File: src/hw/rtl/shc_pkg.sv
`timescale 1ns / 1ps
// Shared types and constants for the stepper axis homing controller.
// No dependencies; imported by every module of the block.
package shc_pkg;

  localparam int POSITION_BITS  = 20;
  localparam int COUNT_BITS     = 18;
  localparam int PERIOD_BITS    = 16;
  localparam int SHORT_BITS     = 12;  // pull-off steps and soft margin
  localparam int CFG_INDEX_BITS = 3;
  localparam int CFG_DATA_BITS  = 18;

  localparam logic [PERIOD_BITS-1:0] MOVE_PERIOD_RST = PERIOD_BITS'(0);
  localparam logic [PERIOD_BITS-1:0] HOMING_PERIOD_RST = PERIOD_BITS'(312);
  localparam logic [PERIOD_BITS-1:0] CAL_PERIOD_RST = PERIOD_BITS'(100);
  localparam logic [COUNT_BITS-1:0] HOMING_MAX_RST = COUNT_BITS'(150000);
  localparam logic [SHORT_BITS-1:0] PULL_OFF_RST = SHORT_BITS'(100);
  localparam logic [COUNT_BITS-1:0] CAL_STEPS_RST = COUNT_BITS'(100000);
  localparam logic [SHORT_BITS-1:0] SOFT_MARGIN_RST = SHORT_BITS'(200);

  typedef enum logic [CFG_INDEX_BITS-1:0] {
    REG_MOVE_PERIOD   = 3'd0,
    REG_HOMING_PERIOD = 3'd1,
    REG_CAL_PERIOD    = 3'd2,
    REG_HOMING_MAX    = 3'd3,
    REG_PULL_OFF      = 3'd4,
    REG_CAL_STEPS     = 3'd5,
    REG_SOFT_MARGIN   = 3'd6
  } reg_index_t;

  typedef enum logic [1:0] {
    OP_NONE = 2'd0,
    OP_HOME = 2'd1,
    OP_MOVE = 2'd2,
    OP_CAL  = 2'd3
  } opcode_t;

  typedef enum logic [2:0] {
    ST_IDLE   = 3'd0,
    ST_BUSY   = 3'd1,
    ST_DONE   = 3'd2,
    ST_ESTOP  = 3'd3,
    ST_HARD   = 3'd4,
    ST_SOFT   = 3'd5,
    ST_HFAIL  = 3'd6,
    ST_REJECT = 3'd7
  } status_t;

  typedef enum logic [5:0] {
    PH_IDLE    = 6'b000001,
    PH_MOVE    = 6'b000010,
    PH_BACKOFF = 6'b000100,
    PH_SEEK    = 6'b001000,
    PH_PULLOFF = 6'b010000,
    PH_CAL     = 6'b100000
  } phase_t;

  typedef struct packed {
    logic [PERIOD_BITS-1:0] move_period;
    logic [PERIOD_BITS-1:0] homing_period;
    logic [PERIOD_BITS-1:0] calibration_period;
    logic [COUNT_BITS-1:0]  homing_max_steps;
    logic [SHORT_BITS-1:0]  pull_off_steps;
    logic [COUNT_BITS-1:0]  calibration_steps;
    logic [SHORT_BITS-1:0]  soft_margin;
  } cfg_t;

  typedef struct packed {
    logic [1:0]            opcode;
    logic [COUNT_BITS-1:0] move_steps;
    logic                  move_toward_limit;
    logic                  limit_switch;
    logic                  estop;
  } in_item_t;

  typedef struct packed {
    logic                            step_pulse;
    logic                            step_dir;
    logic signed [POSITION_BITS-1:0] axis_position;
    logic signed [POSITION_BITS-1:0] max_position;
    logic                            is_homed;
    logic                            soft_limit_valid;
    logic [2:0]                      status;
  } out_item_t;

endpackage

File: src/hw/rtl/shc_cfg.sv
`timescale 1ns / 1ps
// Configuration register file for the stepper axis homing controller.
// Depends on shc_pkg.
module shc_cfg
  import shc_pkg::*;
(
  input  logic                      clk,
  input  logic                      rst_n,
  input  logic                      cfg_valid,
  output logic                      cfg_ready,
  input  logic [CFG_INDEX_BITS-1:0] cfg_index,
  input  logic [CFG_DATA_BITS-1:0]  cfg_data,
  output cfg_t                      cfg
);

  cfg_t cfg_r;

  assign cfg_ready = 1'b1;
  assign cfg       = cfg_r;

  always_ff @(posedge clk) begin
    if (!rst_n) begin
      cfg_r.move_period        <= MOVE_PERIOD_RST;
      cfg_r.homing_period      <= HOMING_PERIOD_RST;
      cfg_r.calibration_period <= CAL_PERIOD_RST;
      cfg_r.homing_max_steps   <= HOMING_MAX_RST;
      cfg_r.pull_off_steps     <= PULL_OFF_RST;
      cfg_r.calibration_steps  <= CAL_STEPS_RST;
      cfg_r.soft_margin        <= SOFT_MARGIN_RST;
    end else if (cfg_valid && cfg_ready) begin
      unique case (cfg_index)
        REG_MOVE_PERIOD:   cfg_r.move_period        <= cfg_data[PERIOD_BITS-1:0];
        REG_HOMING_PERIOD: cfg_r.homing_period      <= cfg_data[PERIOD_BITS-1:0];
        REG_CAL_PERIOD:    cfg_r.calibration_period <= cfg_data[PERIOD_BITS-1:0];
        REG_HOMING_MAX:    cfg_r.homing_max_steps   <= cfg_data[COUNT_BITS-1:0];
        REG_PULL_OFF:      cfg_r.pull_off_steps     <= cfg_data[SHORT_BITS-1:0];
        REG_CAL_STEPS:     cfg_r.calibration_steps  <= cfg_data[COUNT_BITS-1:0];
        REG_SOFT_MARGIN:   cfg_r.soft_margin        <= cfg_data[SHORT_BITS-1:0];
        default: ;  // unmapped index: write dropped
      endcase
    end
  end

endmodule

File: src/hw/rtl/shc_core.sv
`timescale 1ns / 1ps
// Axis state and per-tick update logic of the stepper axis homing controller.
// Depends on shc_pkg.
module shc_core
  import shc_pkg::*;
(
  input  logic      clk,
  input  logic      rst_n,
  input  logic      fire,    // commit this tick's update
  input  cfg_t      cfg,
  input  in_item_t  item,
  output out_item_t result
);

  localparam logic signed [POSITION_BITS:0] POS_MAX =
    {2'b00, {(POSITION_BITS-1){1'b1}}};

  phase_t                   phase_r, phase_nxt;
  logic [POSITION_BITS-1:0] pos_r, pos_nxt;
  logic [POSITION_BITS-1:0] far_r, far_nxt;
  logic [POSITION_BITS-1:0] soft_pos_r, soft_pos_nxt;
  logic                     soft_ok_r, soft_ok_nxt;
  logic                     homed_r, homed_nxt;
  logic [COUNT_BITS-1:0]    steps_r, steps_nxt;
  logic [PERIOD_BITS-1:0]   wait_r, wait_nxt;
  logic                     toward_r, toward_nxt;

  logic                     pulse;
  status_t                  status;
  logic                     run;
  logic                     do_step;
  logic                     step_toward;
  logic [PERIOD_BITS-1:0]   step_period;
  logic [POSITION_BITS-1:0] stepped_pos;
  logic                     soft_block;
  logic signed [POSITION_BITS:0] cal_sum;

  // soft limit only ever refuses steps away from the switch
  assign soft_block = soft_ok_r && ($signed(pos_r) <= $signed(soft_pos_r));
  assign cal_sum    = $signed({pos_r[POSITION_BITS-1], pos_r})
                    + $signed({{(POSITION_BITS+1-SHORT_BITS){1'b0}}, cfg.soft_margin});

  always_comb begin
    phase_nxt    = phase_r;
    pos_nxt      = pos_r;
    far_nxt      = far_r;
    soft_pos_nxt = soft_pos_r;
    soft_ok_nxt  = soft_ok_r;
    homed_nxt    = homed_r;
    steps_nxt    = steps_r;
    wait_nxt     = wait_r;
    toward_nxt   = toward_r;
    status       = ST_IDLE;
    run          = 1'b0;
    do_step      = 1'b0;
    step_toward  = 1'b0;
    step_period  = cfg.move_period;
    stepped_pos  = pos_r;

    // command decode / wait countdown
    if (phase_r != PH_IDLE) begin
      if (item.estop) begin
        phase_nxt = PH_IDLE;
        wait_nxt  = '0;
        status    = ST_ESTOP;
      end else if (wait_r != '0) begin
        wait_nxt = wait_r - PERIOD_BITS'(1);
        status   = ST_BUSY;
      end else begin
        run = 1'b1;
      end
    end else if (item.opcode != OP_NONE) begin
      if (item.estop || (item.opcode == OP_CAL && !homed_r)) begin
        status = ST_REJECT;
      end else begin
        wait_nxt = '0;
        run      = 1'b1;
        case (item.opcode)
          OP_HOME: begin
            if (item.limit_switch) begin
              phase_nxt = PH_BACKOFF;
              steps_nxt = COUNT_BITS'(cfg.pull_off_steps);
            end else begin
              phase_nxt = PH_SEEK;
              steps_nxt = cfg.homing_max_steps;
            end
          end
          OP_MOVE: begin
            phase_nxt  = PH_MOVE;
            steps_nxt  = item.move_steps;
            toward_nxt = item.move_toward_limit;
          end
          default: begin
            phase_nxt = PH_CAL;
            steps_nxt = cfg.calibration_steps;
          end
        endcase
      end
    end

    // one step of the active phase, on the decoded values
    if (run) begin
      status = ST_BUSY;
      unique case (phase_nxt)
        PH_MOVE: begin
          if (steps_nxt == '0) begin
            phase_nxt = PH_IDLE;
            status    = ST_DONE;
          end else if (item.limit_switch && toward_nxt) begin
            phase_nxt = PH_IDLE;
            status    = ST_HARD;
          end else if (!toward_nxt && soft_block) begin
            phase_nxt = PH_IDLE;
            status    = ST_SOFT;
          end else begin
            do_step     = 1'b1;
            step_toward = toward_nxt;
          end
        end
        PH_BACKOFF: begin
          if (steps_nxt == '0 || soft_block) begin
            phase_nxt = PH_SEEK;
            steps_nxt = cfg.homing_max_steps;
          end else begin
            do_step = 1'b1;
          end
        end
        PH_SEEK: begin
          if (steps_nxt == '0) begin
            phase_nxt = PH_IDLE;
            status    = ST_HFAIL;
          end else if (item.limit_switch) begin
            pos_nxt   = '0;
            far_nxt   = '0;
            homed_nxt = 1'b1;
            phase_nxt = PH_PULLOFF;
            steps_nxt = COUNT_BITS'(cfg.pull_off_steps);
          end else begin
            do_step     = 1'b1;
            step_toward = 1'b1;
            step_period = cfg.homing_period;
          end
        end
        PH_PULLOFF: begin
          if (steps_nxt == '0) begin
            phase_nxt = PH_IDLE;
            status    = ST_DONE;
          end else begin
            do_step     = 1'b1;
            step_period = cfg.homing_period;
          end
        end
        PH_CAL: begin
          if (steps_nxt == '0) begin
            soft_pos_nxt = (cal_sum > POS_MAX) ? POS_MAX[POSITION_BITS-1:0]
                                               : cal_sum[POSITION_BITS-1:0];
            soft_ok_nxt  = 1'b1;
            phase_nxt    = PH_IDLE;
            status       = ST_DONE;
          end else begin
            do_step     = 1'b1;
            step_period = cfg.calibration_period;
          end
        end
        default: begin
          phase_nxt = PH_IDLE;
          status    = ST_IDLE;
        end
      endcase
    end

    if (do_step) begin
      stepped_pos = pos_r + (step_toward ? POSITION_BITS'(1) : {POSITION_BITS{1'b1}});
      pos_nxt    = stepped_pos;
      toward_nxt = step_toward;
      if ($signed(stepped_pos) > $signed(far_r)) begin
        far_nxt = stepped_pos;
      end
      if (steps_nxt != '0) begin
        steps_nxt = steps_nxt - COUNT_BITS'(1);
      end
      wait_nxt = step_period;
    end
  end

  assign pulse = do_step;

  always_ff @(posedge clk) begin
    if (!rst_n) begin
      phase_r    <= PH_IDLE;
      pos_r      <= '0;
      far_r      <= '0;
      soft_pos_r <= '0;
      soft_ok_r  <= 1'b0;
      homed_r    <= 1'b0;
      steps_r    <= '0;
      wait_r     <= '0;
      toward_r   <= 1'b0;
    end else if (fire) begin
      phase_r    <= phase_nxt;
      pos_r      <= pos_nxt;
      far_r      <= far_nxt;
      soft_pos_r <= soft_pos_nxt;
      soft_ok_r  <= soft_ok_nxt;
      homed_r    <= homed_nxt;
      steps_r    <= steps_nxt;
      wait_r     <= wait_nxt;
      toward_r   <= toward_nxt;
    end
  end

  assign result.step_pulse       = pulse;
  assign result.step_dir         = toward_nxt;
  assign result.axis_position    = $signed(pos_nxt);
  assign result.max_position     = $signed(far_nxt);
  assign result.is_homed         = homed_nxt;
  assign result.soft_limit_valid = soft_ok_nxt;
  assign result.status           = status;

endmodule

File: src/hw/rtl/stepper_axis_homing_controller.sv
`timescale 1ns / 1ps
// Top level of the single-axis stepper homing and limit controller.
// Depends on shc_pkg, shc_cfg and shc_core.
//
// Usage:
//   Input channel (in_valid / in_stall / in_data): one beat per control tick,
//   carrying the sampled limit switch and e-stop levels plus an optional
//   command (home, move, calibrate).
//   Result channel (out_valid / out_stall / out_data): exactly one beat per
//   input beat, in order: step pulse and direction, position, furthest
//   position, homed and soft-limit flags, and a status code.
//   Config channel (cfg_valid / cfg_ready / cfg_index / cfg_data): always
//   ready; write only while the block holds no pending beats.
// Path: an input beat is accepted into the input register, then moves into
//   the result register, where out_valid rises; a stall can hold the beat in
//   either register.
// Throughput: one beat per cycle while out_stall is low; the whole tick
//   update is a single pass of logic between input and result registers.
// Reset (rst_n low, synchronous): pipeline emptied, axis state cleared to
//   idle at position zero, config registers back to their defaults.
// Stall: when out_stall holds a full result register, the input register
//   still takes one more beat; after that in_stall rises until the result
//   drains. Axis state only advances when a beat moves into the result reg.
module stepper_axis_homing_controller
  import shc_pkg::*;
(
  input  logic                      clk,
  input  logic                      rst_n,
  // input beats
  input  logic                      in_valid,
  output logic                      in_stall,
  input  in_item_t                  in_data,
  // result beats
  output logic                      out_valid,
  input  logic                      out_stall,
  output out_item_t                 out_data,
  // configuration writes
  input  logic                      cfg_valid,
  output logic                      cfg_ready,
  input  logic [CFG_INDEX_BITS-1:0] cfg_index,
  input  logic [CFG_DATA_BITS-1:0]  cfg_data
);

  logic      in_vld_r;
  in_item_t  in_item_r;
  logic      out_vld_r;
  out_item_t out_item_r;

  logic      advance;   // result register can take a beat
  logic      fire;      // input register beat moves to result register
  cfg_t      cfg;
  out_item_t result;

  assign advance  = !out_vld_r || !out_stall;
  assign fire     = in_vld_r && advance;
  assign in_stall = in_vld_r && !advance;

  shc_cfg u_cfg (
    .clk       (clk),
    .rst_n     (rst_n),
    .cfg_valid (cfg_valid),
    .cfg_ready (cfg_ready),
    .cfg_index (cfg_index),
    .cfg_data  (cfg_data),
    .cfg       (cfg)
  );

  shc_core u_core (
    .clk    (clk),
    .rst_n  (rst_n),
    .fire   (fire),
    .cfg    (cfg),
    .item   (in_item_r),
    .result (result)
  );

  // input register
  always_ff @(posedge clk) begin
    if (!rst_n) begin
      in_vld_r <= 1'b0;
    end else if (!in_stall) begin
      in_vld_r <= in_valid;
    end
  end

  always_ff @(posedge clk) begin
    if (in_valid && !in_stall) begin
      in_item_r <= in_data;
    end
  end

  // result register
  always_ff @(posedge clk) begin
    if (!rst_n) begin
      out_vld_r <= 1'b0;
    end else if (advance) begin
      out_vld_r <= in_vld_r;
    end
  end

  always_ff @(posedge clk) begin
    if (fire) begin
      out_item_r <= result;
    end
  end

  assign out_valid = out_vld_r;
  assign out_data  = out_item_r;

endmodule
File: config.mk
export PLATFORM = sky130hd
export DESIGN_NAME = stepper_axis_homing_controller
export DESIGN_NICKNAME = d
export VERILOG_FILES = /design/src/hw/rtl/shc_pkg.sv /design/src/hw/rtl/shc_cfg.sv /design/src/hw/rtl/shc_core.sv /design/src/hw/rtl/stepper_axis_homing_controller.sv
export SDC_FILE = /design/constraint.sdc
export NUM_CORES = 1
export LEC_CHECK = 0
export BUFFER_PORTS_ARGS = -buffer_cell sky130_fd_sc_hd__buf_2
export CAP_MARGIN = 10
export CORE_MARGIN = 2
export CORE_UTILIZATION = 62
export DETAILED_ROUTE_END_ITERATION = 6
export HOLD_SLACK_MARGIN = 0.15
export PLACE_DENSITY_LB_ADDON = 0.15
export SETUP_SLACK_MARGIN = 0.02
export SLEW_MARGIN = 20
export SYNTH_ARGS = -nofsm -noshare
export SYNTH_HDL_FRONTEND = slang
export SYNTH_SLANG_ARGS = --single-unit
File: constraint.sdc
create_clock -name clk -period 8.8 [get_ports clk]
set_input_delay 2.2 -clock clk [delete_from_list [all_inputs] [get_ports clk]]
set_output_delay 2.2 -clock clk [all_outputs]
set_load 0.1 [all_outputs]
* After elaboration in Yosys (flattened, before gate mapping)
Index checks and enable logic that the tools add are counted.
Word-level totals: flip-flop bits (word level) 283, bits of input ports 49, logic and storage cells 181
Cells by class: $add $sub $neg 4, magnitude comparators 3, equality and inequality tests 17, mux-type cells 95, reductions and logical operators 32
Operators with widths (number):
- $mux 20 | 13
- $mux 18 | 10
- $mux 16 | 11
- $mux 6 | 12
- $pmux 18 s2 | 2
- $pmux 16 s3 | 1
- $mux 1 | 30
- $mux 3 | 9
- $pmux 6 s4 | 1
- $add 20x13->21 | 1
- $gt 21x20->1 const B | 1
- $add 20x20->20 | 1
- $gt 20x20->1 | 1
- $le 20x20->1 | 1
- $logic_not 18->1 | 1
- $reduce_bool 18->1 | 1
- $sub 18x1->18 const B | 1
- $reduce_bool 16->1 | 1
- $sub 16x1->16 const B | 1
- $reduce_and 2->1 | 7
- $pmux 3 s4 | 1
- $pmux 6 s2 | 1
- $eq 3x3->1 const B | 3
- $reduce_and 4->1 | 2
- 23 further kinds | 38

* Logic depth before layout (Yosys ltp)
Gate-level depths: netlist (run 1).
depth in word-level cells 18, gate-level depth with buffers 37

* Hierarchy
A second synthesis (run 1) with hierarchy kept.
Unflattened totals: cells, all modules 1748, area, all modules 15892.7 µm²
Modules (own cells, without submodules):
- shc_core | instances 1, cells each 1272, area each 9562.9 µm²
- shc_cfg | instances 1, cells each 398, area each 4144.0 µm²
- stepper_axis_homing_controller | instances 1, cells each 78, area each 2185.8 µm²

* Least setup slack after synthesis (run 1)
No wires, ideal clock.
path kind register -> register, from reg in_item_r[21] (netlist name), to reg u_core.far_r[2], arrival 7.622 ns, data required time 8.685 ns, path slack 1.063 ns, stages on the path, launching flop included 36, buffers on the path 3, path through edfxtp_1 > inv_1 > ha_1 > clkbuf_1 > clkbuf_1 > nand3_1 > o32ai_1 > nand4b_1 > a211oi_4 > nand2_1 > nand3_1 > inv_1 > fa_1 > nor2b_1 > o21ai_0 > a21boi_0 > o21ai_0 > a21boi_0 > o21ai_0 > a21o_1 > a2111oi_0 > or3_1 > and3_1 > inv_1 > ha_1 > nand4_1 > or2_2 > nor3_1 > o21ai_0 > nand2b_1 > inv_1 > o21a_1 > o2111ai_1 > clkbuf_1 > mux2_1 > o21ba_2
RTL lines:
- from (decl) | RTL line stepper_axis_homing_controller.sv:45 | in_item_t in_item_r;
- from (signal assigned) | RTL line stepper_axis_homing_controller.sv:88 | in_item_r <= in_data;
- to (signal assigned) | RTL line shc_core.sv:202 | far_r <= far_nxt;
- to (decl) | RTL line shc_core.sv:20 | logic [POSITION_BITS-1:0] far_r, far_nxt;

==> flow_summary.ini, run 1 <==
[run_status]
outcome = complete, no violations

[sta]
fmax_ghz = 0.122
relSlewSlack_pct = 20.8
fin_tns_setup_ns = 0
skew_ns = 0.00888
finalCritPeriodShare_pct = 93.2
post-route-min-period_ns = 8.20
grt_setup_unrepaired = false
setup_violations = 0
finalMaxSlewViolations = 0
tightest_slew_ns = 1.19
hold_ws_ns = 0.450
finalHoldViolCount = 0

[finish]
fillers = 2027
diodes = 0
drive_gt1_share_pct = 11.4
seq_area_um2 = 6370
syn_to_final_growth_pct = 11.2
final_cell_mix = 342 x nand2_1, 213 x dfxtp_1, 205 x a21oi_1
nets = 2146
multi_input_area_um2 = 8790
finish.utilization_pct = 70.2
mostFrequentLayoutCell = nand2_1

[route]
wire_per_inst_um = 20.7
viasPerCell = 6.35
finalWirelength_mm = 49.2
dr.pass1.iters = 7
drc = 0
drt_iter0_markers = 1697
vias = 15053
drtAntennaViolNets = 0

[setup_path]
crit_start = in_item_r[22]
reg2reg_from = in_item_r[22]
crit_path_start_kind = register
slowest_delay_ns = 0.58
worstSetupPathType = reg2reg
rrSetupSlack_ns = 0.60
worstReg2RegEnd = u_core.far_r[12]
cp-end-kind = register
crit_arrival_ns = 8.66
reg2regPathDepth = 34
cp.required_ns = 9.26
path_max_fanout = 22
cp_slowest_cell = or4_4
cpMostUsedCell = o21ai_0

[pwr]
p_seq_share_pct = 42.2
ir_drop_uv = 206
p_clk_share_pct = 38.2
p_leak_nw = 6.88
switching_share_pct = 30.6
p_int_mw = 2.34
p_sw_mw = 1.03
cellPowerDensity_nw_per_um2 = 190
combPwrFrac_pct = 19.7

[synthesis]
ys_types = 87
yosysSeqAreaShare_pct = 40.1
synthFlopType = dfxtp_1
ys_ff_latch = 283
synth_edf_count = 70
synth_top_cell_by_area = dfxtp_1
yosys-top-cells-area = dfxtp_1 27%, edfxtp_1 13%, nand2_1 8.1%
synth_top_area_share_pct = 26.8
synth_nets = 2088
async_flop_share_pct = 0
netlist_area_um2 = 15900
avgSynthCellArea_um2 = 8.10
synth_warnings = 0
synthCells = 1961

[clock_tree]
ctsHoldBuffers = 0
numCtsBuffers = 31
cts_tree = done
cts_resized = 0
clk_pin_slew_ns = 0.06
clock_latency_ns = 0.56
clockBufferDepth = 3
cts-root-buf = clkbuf_16
htreeDepth = 1
cts.sinks = 283
cts_setup_buffers = 0

[grt]
overflow = 0
grt_max_degree = 93
grt_pass1_vias = 13726
grt_pass1_wl_mm = 75.8
track_usage_pct = 36.0
antenna_found_initial = 0

[floorplan]
core.rowCount = 58
die_w_um = 164
fp.coreArea_um2 = 25200
io_pins = 99
fp.dieH_um = 164
initial_core_util_pct = 63.1
dieArea_um2 = 26900

[place]
port_buffers = 97
dp_hpwl_mm = 34.8
gp_congestion = 1.06

[hold_path]
min_to = u_cfg.cfg[104]
worstHoldStart = u_cfg.cfg[104]
hp-class = reg2reg
min_path_cells = 2

[run]
drv_cap = 0
==> synthesized netlist by cell type, drive strengths merged (12+ instances only) <==
library cell,count
a22o,18
nor2,150
nand2b,25
nor4,13
buf,14
nand4,12
dfxtp,213
nor3,69
xnor2,22
o21a,12
nand2,343
inv,83
o21ai,117
a21oi,205
xor2,12
a211oi,17
edfxtp,70
o21ba,13
mux2i,16
nor2b,29
a21o,22
ha,76
clkbuf,97
nand3,110
==> sequential cells by signal, indices dropped and copies added (netlist names) <==
name and cells:
out_data 47, out_valid 1, u_core.soft_pos_r 20, u_core.steps_r 18, u_core.toward_r 1, u_core.soft_ok_r 1
u_cfg.cfg 108, u_core.far_r 20, u_core.phase_r 6, u_core.pos_r 20, u_core.homed_r 1, u_core.wait_r 16
in_vld_r 1, in_item_r 23
==> cells by family after synthesis <==
family | Yosys count | synth area share, %
AOI/OAI and AO/OA | 542 | 22.1
xor gates and xnor gates | 34 | 1.87
adders and majority gates | 78 | 6.24
buffers and inverters | 195 | 4.88
DFF | 283 | 40.1
muxes | 26 | 1.72
other | 1 | 0.0236
and+or+nand+nor | 802 | 23.1
==> power groups by stage <==
stage          Clock [mW]  Sequential [mW]  Combinational [mW]
2_1_floorplan           0             1.51               0.389
3_3_place_gp            0             1.44               0.632
3_5_place_dp            0             1.44               0.643
4_1_cts              1.29             1.42               0.647
5_1_grt              1.35             1.42               0.717
6_report             1.29             1.42               0.661
==> critical path: cells and delay by family, from the launching register on <==
| kind | cells | cell delay [ns] |
|---|---|---|
| AO/OA/AOI/OAI | 14 | 3.13 |
| adder cells (fa/ha/maj) | 3 | 0.89 |
| buffers and inverters | 6 | 0.98 |
| flip-flops | 1 | 0.43 |
| multiplexers | 1 | 0.24 |
| AND/OR/NAND/NOR | 10 | 2.41 |
==> metrics by stage <==
stage          power, mW  area, µm²  std cells  worst slack (ns)
3_3_place_gp        2.08      16600       2316             0.853
4_1_cts             3.35      17600       2372             0.421
6_report            3.36      17700       2372             0.600
5_1_grt             3.49      17700       2372            0.0524
2_1_floorplan       1.90      15900       1961              1.06
3_5_place_dp        2.09      16600       2316             0.450
==> area by class of cell <==
type,count,share of cell area [%]
Clock buffer,39,4.67
Clock inverter,17,0.942
Inverter,84,1.81
Multi-Input combinational cell,1483,49.8
Sequential cell,283,36.0
Tap cell,330,2.34
Timing Repair Buffer,136,4.45
==> routing by layer <==
metal	track usage, %	up-vias	wire [µm]
li1	-	7117	-
met1	47.4	7118	20200
met2	59.6	688	22900
met3	5.10	130	3660
met4	15.0	0	2350
met5	0	-	0
==> worst max path at each step <==
stage	endpoint	slack (ns)	cells after the start
floorplan	u_core.far_r[2]	1.06	35
global placement	u_core.far_r[12]	0.85	35
detailed placement	u_core.far_r[12]	0.45	36
CTS	u_core.far_r[12]	0.42	35
global route	u_core.far_r[10]	0.05	36
finish	u_core.far_r[12]	0.60	34
Note: power is estimated with default switching activity, not from simulation.
==> run 2: changes to the inputs <==
--- a/config.mk
+++ b/config.mk
@@ -7,7 +7,6 @@
 export LEC_CHECK = 0
 export BUFFER_PORTS_ARGS = -buffer_cell sky130_fd_sc_hd__buf_2
 export CAP_MARGIN = 10
-export CORE_MARGIN = 2
 export CORE_UTILIZATION = 62
 export DETAILED_ROUTE_END_ITERATION = 6
 export HOLD_SLACK_MARGIN = 0.15
==> flow_summary.ini, run 2 (synthesis results as in run 1) <==
[run_status]
outcome = complete, no violations

[clock_tree]
ctsHoldBuffers = 0
clock_latency_ns = 0.56
clockBufferDepth = 3
numCtsBuffers = 30
clk_pin_slew_ns = 0.06
cts-root-buf = clkbuf_16
cts.sinks = 283
cts_tree = done
htreeDepth = 1

[finish]
fillers = 2099
diodes = 0
final_area_um2 = 17700
final_cell_mix = 342 x nand2_1, 213 x dfxtp_1, 205 x a21oi_1
nets = 2146
multi_input_area_um2 = 8810
mostFrequentLayoutCell = nand2_1
syn_to_final_growth_pct = 11.5
drive_gt1_share_pct = 11.6
largest_register_ffs = 108
seq_area_um2 = 6370

[setup_path]
worstSetupPathType = reg2reg
cp_slowest_cell = ha_1
cp-end-kind = register
path_max_fanout = 38
crit_arrival_ns = 8.58
crit_path_start_kind = register
cp.required_ns = 9.26
cpMostUsedCell = a21oi_1
slowest_delay_ns = 0.39

[grt]
antenna_found_initial = 0
track_usage_pct = 37.5
grt_max_degree = 78
grt_pass1_wl_mm = 76.9
overflow = 0
grt_pass1_vias = 14221

[pwr]
cellPowerDensity_nw_per_um2 = 191
ir_drop_uv = 174
p_leak_nw = 6.89

[floorplan]
dieArea_um2 = 26300
fp.dieH_um = 162
core.rowCount = 58
fp.coreArea_um2 = 25200
io_pins = 99
die_w_um = 162
initial_core_util_pct = 63.1

[place]
placed_area_um2 = 16600
port_buffers = 97
gp_congestion = 1.02
dp_hpwl_mm = 35.5

[sta]
skew_ns = 0.0124
hold_ws_ns = 0.449
fmax_ghz = 0.123
post-route-min-period_ns = 8.12
tightest_slew_ns = 1.23
relSlewSlack_pct = 18.0
finalHoldViolCount = 0
finalMaxSlewViolations = 0
finalCritPeriodShare_pct = 92.2
setup_violations = 0

[route]
drc = 0
finalWirelength_mm = 49.7
wire_per_inst_um = 21.0
dr.pass1.iters = 5
viasPerCell = 6.34
vias = 15035
drtAntennaViolNets = 0
drt_iter0_markers = 1463

[run]
drv_cap = 0

[hold_path]
hp-class = reg2reg
[run 2: report_power, final]
| part | switching, mW | internal [mW] |
|---|---|---|
| registers | 0.0381 | 1.38 |
| logic | 0.452 | 0.205 |
| clock network | 0.541 | 0.763 |
| total | 1.03 | 2.35 |
[run 2: worst max-delay path: cells and delay by family, from the launching register on]
kind / cells / cell delay [ns]
fa+ha+maj: 3 / 1.03
mux: 1 / 0.26
xor+xnor: 1 / 0.31
simple gates: 8 / 1.60
flops: 1 / 0.37
compound gates: 17 / 3.43
buf+inv: 6 / 0.98
[run 2: path summary, 6_finish.rpt]
check | start | end | depth (start not counted) | slack [ns]
worst max-delay path | in_item_r[21] | u_core.far_r[17] | 36 | 0.68
worst min-delay path | u_cfg.cfg[95] | u_cfg.cfg[95] | 2 | 0.45
worst max register to register | in_item_r[21] | u_core.far_r[17] | 36 | 0.68
worst min register to register | u_cfg.cfg[95] | u_cfg.cfg[95] | 2 | 0.45
[run 2: timing repair]
item	4_1_cts	5_1_grt
resized for setup	0	7
setup buffers	0	2
setup endpoints to repair	0	40
[run 2: stage by stage]
step	setup TNS [ns]	utilization [%]	worst slack, ns	instances	total power [mW]
after floorplan	0	-	1.06	1961	1.90
after global placement	0	66.1	0.801	2315	2.07
after detailed placement	0	66.1	0.401	2315	2.09
after CTS	0	70.1	0.329	2371	3.37
after global routing	-0.00889	70.4	-0.00889	2373	3.48
final	0	70.4	0.684	2373	3.38
[run 2: layer usage]
metal,vias up,GRT usage [%],wire (µm),share of wire [%]
li1,7109,-,-,-
met1,7048,47.7,19900,40
met2,721,61.5,22900,46
met3,157,6.28,4190,8.4
met4,0,19.0,2720,5.5
met5,-,0,0,0
[run 2: area by class of cell]
class | instances | area share (%)
Multi-Input combinational cell | 1483 | 49.7
Timing Repair Buffer | 137 | 4.48
Clock inverter | 12 | 0.671
Sequential cell | 283 | 35.9
Clock buffer | 44 | 5.06
Inverter | 84 | 1.80
Tap cell | 330 | 2.33
